**src/design/days_between_dates_defines.svh**
```systemverilog
// Assertion macros for the days-between-dates top level.
`ifndef DAYS_BETWEEN_DATES_DEFINES_SVH
`define DAYS_BETWEEN_DATES_DEFINES_SVH

// Check that cons holds in the same cycle as ante.
`define DBD_ASSERT_SAME(label, ante, cons, msg) \
   label: assert property (@(posedge clock) disable iff (reset) (ante) |-> (cons)) \
      else $error(msg);

// Check that cons holds after ante.
`define DBD_ASSERT_LAT3(label, ante, cons, msg) \
   label: assert property (@(posedge clock) disable iff (reset) (ante) |-> ##3 (cons)) \
      else $error(msg);

`endif

```
**src/design/dbd_pkg.sv**
```systemverilog
// Types, constants and calendar tables for the days-between-dates block.
package dbd_pkg;

   localparam int unsigned DayWidth   = 5;
   localparam int unsigned MonthWidth = 4;
   localparam int unsigned YearWidth  = 14;
   localparam int unsigned DoyWidth   = 9;
   localparam int unsigned CentWidth  = 8;
   localparam int unsigned DnumWidth  = 23;

   localparam logic [MonthWidth-1:0] MonthJan = 4'd1;
   localparam logic [MonthWidth-1:0] MonthFeb = 4'd2;
   localparam logic [MonthWidth-1:0] MonthDec = 4'd12;

   // Reciprocal of 100 scaled by 2**19; exact floor for values below 16384.
   localparam logic [12:0] Recip100   = 13'd5243;
   localparam int unsigned Recip100Sh = 19;

   // Stage one result for one date.
   typedef struct packed {
      logic                  fields_ok;  // month, year and nonzero day in range
      logic                  len_ok;     // day within the non-leap month length
      logic                  feb29;      // February 29
      logic [YearWidth-1:0]  year;
      logic [CentWidth-1:0]  year_cent;  // year / 100
      logic [YearWidth-1:0]  adj_year;   // year counted from March
      logic [CentWidth-1:0]  adj_cent;   // adj_year / 100
      logic [DoyWidth-1:0]   doy;        // day of year from March 1
   } front_type;

   // Stage two result for one date.
   typedef struct packed {
      logic                  valid;
      logic [DnumWidth-1:0]  dnum;
   } back_type;

   // Non-leap length of a month.
   function automatic logic [DayWidth-1:0] month_len(input logic [MonthWidth-1:0] m);
      logic [DayWidth-1:0] len;
      case (m)
         4'd1, 4'd3, 4'd5, 4'd7, 4'd8, 4'd10, 4'd12: len = 5'd31;
         4'd4, 4'd6, 4'd9, 4'd11:                   len = 5'd30;
         4'd2:                                      len = 5'd28;
         default:                                   len = 5'd0;
      endcase
      return len;
   endfunction

   // Days from March 1 to the first of the month.
   function automatic logic [DoyWidth-1:0] month_offset(input logic [MonthWidth-1:0] m);
      logic [DoyWidth-1:0] off;
      case (m)
         4'd3:    off = 9'd0;
         4'd4:    off = 9'd31;
         4'd5:    off = 9'd61;
         4'd6:    off = 9'd92;
         4'd7:    off = 9'd122;
         4'd8:    off = 9'd153;
         4'd9:    off = 9'd184;
         4'd10:   off = 9'd214;
         4'd11:   off = 9'd245;
         4'd12:   off = 9'd275;
         4'd1:    off = 9'd306;
         4'd2:    off = 9'd337;
         default: off = 9'd0;
      endcase
      return off;
   endfunction

endpackage

```
**src/design/dbd_front.sv**
```systemverilog
// First pipeline stage for one date: range checks, day of year, century quotients.
module dbd_front #(
   parameter int unsigned MAX_YEAR = 9999
) (
   input  logic                      clock,
   input  logic [4:0]                day,
   input  logic [3:0]                month,
   input  logic [13:0]               year,
   output dbd_pkg::front_type        front_ff
);
   import dbd_pkg::*;

   localparam logic [16:0] YearLimit = 17'(MAX_YEAR);

   front_type            front_in;
   logic [YearWidth-1:0] adj_year;

   // Shift January and February into the previous year
   assign adj_year = (month <= MonthFeb) ? (year - 14'd1) : year;

   // Check ranges and look up month offset
   always_comb begin
      front_in.fields_ok = (month >= MonthJan) && (month <= MonthDec) &&
                           (year != '0) && ({3'b000, year} <= YearLimit) &&
                           (day != '0);
      front_in.len_ok    = (day <= month_len(month));
      front_in.feb29     = (month == MonthFeb) && (day == 5'd29);
      front_in.year      = year;
      front_in.year_cent = CentWidth'((28'(year) * 28'(Recip100)) >> Recip100Sh);
      front_in.adj_year  = adj_year;
      front_in.adj_cent  = CentWidth'((28'(adj_year) * 28'(Recip100)) >> Recip100Sh);
      front_in.doy       = DoyWidth'(month_offset(month) + {4'b0000, day} - 9'd1);
   end

   // Hold the stage result
   always_ff @(posedge clock) begin
      front_ff <= front_in;
   end

endmodule

```
**src/design/dbd_back.sv**
```systemverilog
// Second pipeline stage for one date: leap-year check and day number.
module dbd_back (
   input  logic                      clock,
   input  dbd_pkg::front_type        front,
   output dbd_pkg::back_type         back_ff
);
   import dbd_pkg::*;

   back_type              back_in;
   logic                  cent_year;
   logic                  leap;
   logic [DnumWidth-1:0]  year_days;

   // Decide leap year from the century quotient
   assign cent_year = (15'(front.year_cent) * 15'd100) == {1'b0, front.year};
   assign leap      = cent_year ? (front.year_cent[1:0] == 2'b00) :
                                  (front.year[1:0] == 2'b00);
   assign year_days = DnumWidth'(front.adj_year) * 23'd365;

   // Combine validity and build the day number
   always_comb begin
      back_in.valid = front.fields_ok && (front.len_ok || (front.feb29 && leap));
      back_in.dnum  = year_days
                      + DnumWidth'(front.adj_year >> 2)
                      - DnumWidth'(front.adj_cent)
                      + DnumWidth'(front.adj_cent >> 2)
                      + DnumWidth'(front.doy);
   end

   // Hold the stage result
   always_ff @(posedge clock) begin
      back_ff <= back_in;
   end

endmodule

```
**src/design/days_between_dates.sv**
```systemverilog
// Top level of the days-between-dates block: item handshake, valid pipeline, subtraction.
// Result: strobes once its item has passed the front, back and result registers.
// Throughput: one item per cycle; start is taken whenever busy is low.
// Stages: range checks and divide-by-100, then leap check and day number, then subtract.
// Reset: synchronous, active high; clears the valid pipeline and holds busy high.
// The receiver cannot stall, so busy is low whenever reset is low.
module days_between_dates #(
   parameter int unsigned MAX_YEAR = 9999
) (
   input  logic                clock,
   input  logic                reset,
   input  logic                start,
   output logic                busy,
   input  logic [4:0]          req_first_day,
   input  logic [3:0]          req_first_month,
   input  logic [13:0]         req_first_year,
   input  logic [4:0]          req_second_day,
   input  logic [3:0]          req_second_month,
   input  logic [13:0]         req_second_year,
   output logic                rsp_strobe,
   output logic                rsp_dates_valid,
   output logic signed [22:0]  rsp_day_difference
);
   import dbd_pkg::*;

`include "days_between_dates_defines.svh"

   logic                        accept;
   logic                        s1_valid_ff;
   logic                        s2_valid_ff;
   logic                        rsp_strobe_ff;
   logic                        rsp_dates_valid_ff;
   logic                        rsp_dates_valid_in;
   logic signed [DnumWidth-1:0] rsp_day_difference_ff;
   logic signed [DnumWidth-1:0] rsp_day_difference_in;
   front_type                   first_front;
   front_type                   second_front;
   back_type                    first_back;
   back_type                    second_back;

   // Take an item in any cycle outside reset
   assign busy   = reset;
   assign accept = start && !busy;

   dbd_front #(.MAX_YEAR(MAX_YEAR)) u_first_front (
      .clock    (clock),
      .day      (req_first_day),
      .month    (req_first_month),
      .year     (req_first_year),
      .front_ff (first_front)
   );

   dbd_front #(.MAX_YEAR(MAX_YEAR)) u_second_front (
      .clock    (clock),
      .day      (req_second_day),
      .month    (req_second_month),
      .year     (req_second_year),
      .front_ff (second_front)
   );

   dbd_back u_first_back (
      .clock   (clock),
      .front   (first_front),
      .back_ff (first_back)
   );

   dbd_back u_second_back (
      .clock   (clock),
      .front   (second_front),
      .back_ff (second_back)
   );

   // Subtract day numbers and zero the result on an invalid date
   always_comb begin
      rsp_dates_valid_in    = first_back.valid && second_back.valid;
      rsp_day_difference_in = rsp_dates_valid_in ?
                              signed'(second_back.dnum - first_back.dnum) : '0;
   end

   // Advance the valid bits with the item
   always_ff @(posedge clock) begin
      if (reset) begin
         s1_valid_ff   <= 1'b0;
         s2_valid_ff   <= 1'b0;
         rsp_strobe_ff <= 1'b0;
      end else begin
         s1_valid_ff   <= accept;
         s2_valid_ff   <= s1_valid_ff;
         rsp_strobe_ff <= s2_valid_ff;
      end
   end

   // Hold the result payload
   always_ff @(posedge clock) begin
      rsp_dates_valid_ff    <= rsp_dates_valid_in;
      rsp_day_difference_ff <= rsp_day_difference_in;
   end

   assign rsp_strobe         = rsp_strobe_ff;
   assign rsp_dates_valid    = rsp_dates_valid_ff;
   assign rsp_day_difference = rsp_day_difference_ff;

   `DBD_ASSERT_LAT3(a_accept_gives_result, accept, rsp_strobe, "accepted item produced no result")
   `DBD_ASSERT_SAME(a_result_has_item, rsp_strobe, $past(accept, 3), "result without an item")
   `DBD_ASSERT_SAME(a_invalid_zero, rsp_strobe && !rsp_dates_valid, rsp_day_difference == '0, "invalid result not zero")
   `DBD_ASSERT_SAME(a_same_date_zero, s2_valid_ff && first_back.valid && (first_back.dnum == second_back.dnum), ##1 (rsp_day_difference == '0), "equal dates gave nonzero difference")

endmodule

```
**config.mk**
```make
export PLATFORM = sky130hd
export DESIGN_NAME = days_between_dates
export DESIGN_NICKNAME = d
export VERILOG_FILES = /design/src/design/dbd_pkg.sv /design/src/design/dbd_front.sv /design/src/design/dbd_back.sv /design/src/design/days_between_dates.sv
export VERILOG_INCLUDE_DIRS = /design/src /design/src/design
export SDC_FILE = /design/constraint.sdc
export NUM_CORES = 2
export LEC_CHECK = 0
export ABC_AREA = 1
export BUFFER_PORTS_ARGS = -buffer_cell sky130_fd_sc_hd__buf_2
export CORE_UTILIZATION = 26
export DETAILED_ROUTE_END_ITERATION = 6
export HOLD_SLACK_MARGIN = 0.08
export SLEW_MARGIN = 5
export SYNTH_ARGS = -nofsm -noshare
export SYNTH_HDL_FRONTEND = slang
export SYNTH_SLANG_ARGS = --single-unit
```
**constraint.sdc**
```tcl
create_clock -name clock -period 7.25 [get_ports clock]
set_input_delay 1.0875 -clock clock [delete_from_list [all_inputs] [get_ports clock]]
set_output_delay 1.0875 -clock clock [all_outputs]
set_load 0.02 [all_outputs]
```
# ---- Yosys cells after proc, flatten, opt, wreduce, memory -nomap -nowiden
# Memory sizes are Yosys's and may differ from the RTL's.
# Index checks and enable logic that the tools add are counted.
dict set report word_totals {
  regBits 187
  in_bits 49
  wordCells 99
  mem_bits_rw 0
  output_inout_bits 26
  latch_bits 0
  n_memories 4
  romBits 448
}
# name words word_bits read_ports rd_clocked_by_memory_dff wr line
set memory_table {}
lappend memory_table {{(name not given)} 16 9 1 0 0 dbd_pkg.sv:52} ;# case (m)
lappend memory_table {{(name not given)} 16 9 1 0 0 dbd_pkg.sv:52}
lappend memory_table {{(name not given)} 16 5 1 0 0 dbd_pkg.sv:40} ;# case (m)
lappend memory_table {{(name not given)} 16 5 1 0 0 dbd_pkg.sv:40}
dict set report op_classes {
  shift 0
  reduce_logical 27
  bitwise 0
  n_eq_ne 6
  muxes 4
  magnitude_cmp 10
  addsub 15
  div 0
  multipliers 8
}
# operator count
set op_table {}
lappend op_table {{$mul 14x13->27 const B} 4}
lappend op_table {{$add 23x12->23} 2}
lappend op_table {{$add 23x6->23} 2}
lappend op_table {{$add 23x9->23} 2}
lappend op_table {{$mul 14x9->23 const B} 2}
lappend op_table {{$sub 23x8->23} 2}
lappend op_table {{$eq 15x14->1} 2}
lappend op_table {{$le 14x14->1 const B} 2}
lappend op_table {{$mux 14} 2}
lappend op_table {{$reduce_bool 14->1} 2}
lappend op_table {{$sub 14x1->14 const B} 2}
lappend op_table {{$mul 8x5->13 const B} 2}
lappend op_table {{$sub 23x23->23} 1}
lappend op_table {{$add 9x5->9} 2}
lappend op_table {{$sub 9x1->9 const B} 2}
lappend op_table {{$logic_and 1x1->1} 16}
lappend op_table {{$eq 5x5->1 const B} 2}
lappend op_table {{$le 5x5->1} 2}
lappend op_table {{$reduce_bool 5->1} 2}
lappend op_table {{$eq 4x2->1 const B} 2}
lappend op_table {{$ge 4x1->1 const B} 2}
lappend op_table {{$le 4x2->1 const B} 2}
lappend op_table {{$le 4x4->1 const B} 2}
lappend op_table {{$logic_not 2->1} 4}
lappend op_table {{other kinds (3)} 5}

# ---- Longest topological paths before layout
dict set report depth {
  ltp_word 6
  depth_mapped 36
  depth_no_buf 36
}

# ---- Modules after synthesis
# From an unflattened synthesis, not the netlist that was laid out.
dict set report hier_totals {
  hier_cells 4281
  area_unflattened_um2 34538.1
}
# module cells_each area_per_inst_um2 instances seq_area_each_um2
set by_module_without_submodules {}
lappend by_module_without_submodules {dbd_back 641 5655.4 2 480.5}
lappend by_module_without_submodules {{dbd_front (u_second_front)} 1281 10415.0 1 1121.1}
lappend by_module_without_submodules {{dbd_front (u_first_front)} 1291 10403.7 1 1121.1}
lappend by_module_without_submodules {days_between_dates 427 2408.6 1 540.5}

# ---- Worst setup path after synthesis
# OpenSTA, ideal clock, no wires.
dict set report synth_path {
  path_kind {input to register}
  from {input port req_second_year[2]}
  to {register u_second_front.front_ff[13] (netlist name)}
  slack_ns 1.009
  setup_ns 0.123
  cell_stages 23
  t_arrival_ns 6.118
  t_required_ns 7.127
  n_path_buf 0
  cell_sequence {inv_1 > ha_1 > inv_1 > o21ai_0 > nand2_1 > nand4_1 > xor2_1 > fa_1 > ha_1 > fa_1 > inv_1 > fa_1 > fa_1 > inv_1 > ha_1 > nand2_1 > nor2_1 > inv_1 > nor3_1 > nand4_1 > nand3_1 > a21oi_1 > xor2_1}
}
# element line
set synth_rtl {}
lappend synth_rtl {{start, declared} days_between_dates.sv:19} ;# input logic [13:0] req_second_year,
lappend synth_rtl {{end signal, assigned} dbd_front.sv:37} ;# front_ff <= front_in;
lappend synth_rtl {{end, declared} dbd_front.sv:9} ;# output dbd_pkg::front_type front_ff

==> results.json <==
{
  "status": "finished clean",
  "async_flop_share": 0,
  "ctsResizeCount": 0,
  "clk_latency_ns": 0.50,
  "hold_viol_final": 0,
  "fin_cells": 5619,
  "fin_skew_ns": 0.0215,
  "syn_inst": 3849,
  "drt-pass1-iter-count": 5,
  "grt_pass1_vias": 25300,
  "ant_nets": 0,
  "cp_max_fo": 9,
  "crit_path_end_kind": "register",
  "antenna_found_initial": 10,
  "cts_setup_buffers": 0,
  "nFillCells": 13300,
  "path_common_cell": "nand2_1",
  "finalMaxSlewViolations": 0,
  "synth.top_cell.area_share": 0.279,
  "cts_buffer_depth": 2,
  "root_buffer": "clkbuf_16",
  "syn_nets": 5062,
  "io_buffers": 74,
  "worst_pin_slew_ns": 0.657,
  "core-area_sq_um": 126000,
  "netlist_area_sq_um": 33000,
  "synth_cell_types": 53,
  "ys_top_cells_by_count": "1,078 x inv_1, 734 x ha_1, 451 x nand2_1",
  "synth_area_leaders": "ha_1 28%, fa_1 26%, inv_1 12%",
  "period_needed_ns": 6.32,
  "hold_path.class": "register to register",
  "cts_buffers": 17,
  "yosysWarningCount": 0,
  "grt_max_degree": 21,
  "max_freq_mhz": 158,
  "drtIter0Drc": 1183,
  "synth_largest_area_cell": "ha_1",
  "yosysSeqAreaShare": 0.114,
  "required_ns": 7.63,
  "multiInputGateArea_sq_um": 25100,
  "grt_pass1_wl_mm": 130,
  "rsz0062_at_grt": "false",
  "vias_per_cell": 4.28,
  "synth_edf_count": 0,
  "die_h_microns": 358,
  "ys_ff_latch": 187,
  "drt_wl_total_mm": 78.5,
  "cts_tree": "done",
  "ys.flop_type": "dfxtp_1",
  "grt_overflow_total": 0,
  "vias": 24000,
  "syn_to_final_growth_pct": 9.48,
  "fin_hold_ws_ns": 0.407,
  "ctsHoldBuffers": 0,
  "min_period_over_period": 0.872,
  "final_util": 0.287,
  "initial_utilization": 0.262,
  "critPathLaunchType": "input port",
  "dp_cells": 5585,
  "cap_violations": 0,
  "hpwl_mm": 70.3,
  "row_count": 130,
  "cts_sinks": 187,
  "cpPeakStageDelay_ns": 0.54,
  "critPathKind": "input port to register",
  "gp_congestion": 0.893,
  "track_usage": 0.127,
  "htreeDepth": 4,
  "ff_latch_area_sq_um": 3740,
  "tns_ns": 0,
  "io_pins": 75,
  "syn-mean-instance-area_sq_um": 8.56,
  "yosysMostFrequentCell": "inv_1",
  "arrival_ns": 6.70,
  "die_w_microns": 358,
  "setup_viol": 0,
  "drc": 0,
  "maxSlewHeadroom": 0.561,
  "post_drt_wl_per_cell_microns": 14.0,
  "path_clk_slew_ns": 0.08,
  "drive_above_1_share": 0.0396,
  "final_nets": 5167,
  "die-area_sq_um": 128000,
  "cp_slowest_cell": "fa_1"
}
cell usage in the layout, fill, tap and decap left out, types with 9 or more instances in the layout:
cell,count
inv_1,1078
ha_1,734
nand2_1,451
fa_1,430
dfxtp_1,187
a21oi_1,186
nor2_1,181
o21ai_0,119
nand3_1,106
xor2_1,97
buf_2,74
nand4_1,38
nor3_1,38
xnor2_1,32
a21o_1,27
o21bai_1,17
a31oi_1,17
clkbuf_16,17
buf_4,16
o21a_1,10
nand3b_1,9
sequential cells by signal, indices dropped and copies added, names as in the netlist:
register / cells
u_first_front.front_ff: 56
u_second_front.front_ff: 56
u_first_back.back_ff: 24
u_second_back.back_ff: 24
rsp_day_difference: 23
rsp_dates_valid: 1
rsp_strobe: 1
s1_valid_ff: 1
s2_valid_ff: 1
area by class of cell:
type	count	share of cell area
clock buffer	18	0.0119
tap	1650	0.0572
inverter	1085	0.113
sequential	187	0.104
multi-input combinational	2573	0.696
antenna	2	0.000139
timing repair buffer	90	0.0136
clock inverter	14	0.00458
path summary, 6_finish.rpt:
kind | start | slack [ns] | endpoint | cells after the start
hold reg to reg | s1_valid_ff | 0.41 | s2_valid_ff | 2
hold / removal | s1_valid_ff | 0.41 | s2_valid_ff | 2
setup / recovery | req_second_year[2] | 0.93 | u_second_front.front_ff[13] | 30
setup reg to reg | u_first_front.front_ff[22] | 2.11 | u_first_back.back_ff[16] | 17
layer usage:
metal / GRT usage / up-vias / wire, microns / part of all wire
li1: - / 12100 / - / -
met1: 0.174 / 11400 / 38600 / 0.49
met2: 0.208 / 383 / 35600 / 0.45
met3: 0.0201 / 87 / 2740 / 0.035
met4: 0.0335 / 14 / 1520 / 0.019
met5: 0 / - / 86 / 0.0011
worst max-delay path: cells and delay by family:
kind	cells	cell delay [ns]
fa+ha+maj	7	2.57
simple gates	12	1.54
compound gates	4	0.56
buf+inv	5	0.54
xor+xnor	2	0.38
cells by family (layout without fill, tap and decap cells):
kind of cell,Yosys count,in the layout,synth area share
XOR/XNOR,134,134,0.0374
AND/OR/NAND/NOR,850,850,0.110
flip-flops,187,187,0.114
buffers and inverters,1089,1207,0.125
other,0,2,0
adder cells (fa/ha/maj),1164,1164,0.540
AO/OA/AOI/OAI,425,425,0.0741
per-stage QoR:
step                      instance area, sq um  worst slack (ns)
after floorplan                          33000              1.01
after global placement                   35500             0.500
after detailed placement                 35500             0.395
after CTS                                36100             0.922
after global routing                     36100             0.461
final                                    36100             0.925
Power is left out: the tool's default activity adds up to more than one toggle a clock period on the data nets, which glitch-free logic cannot reach.
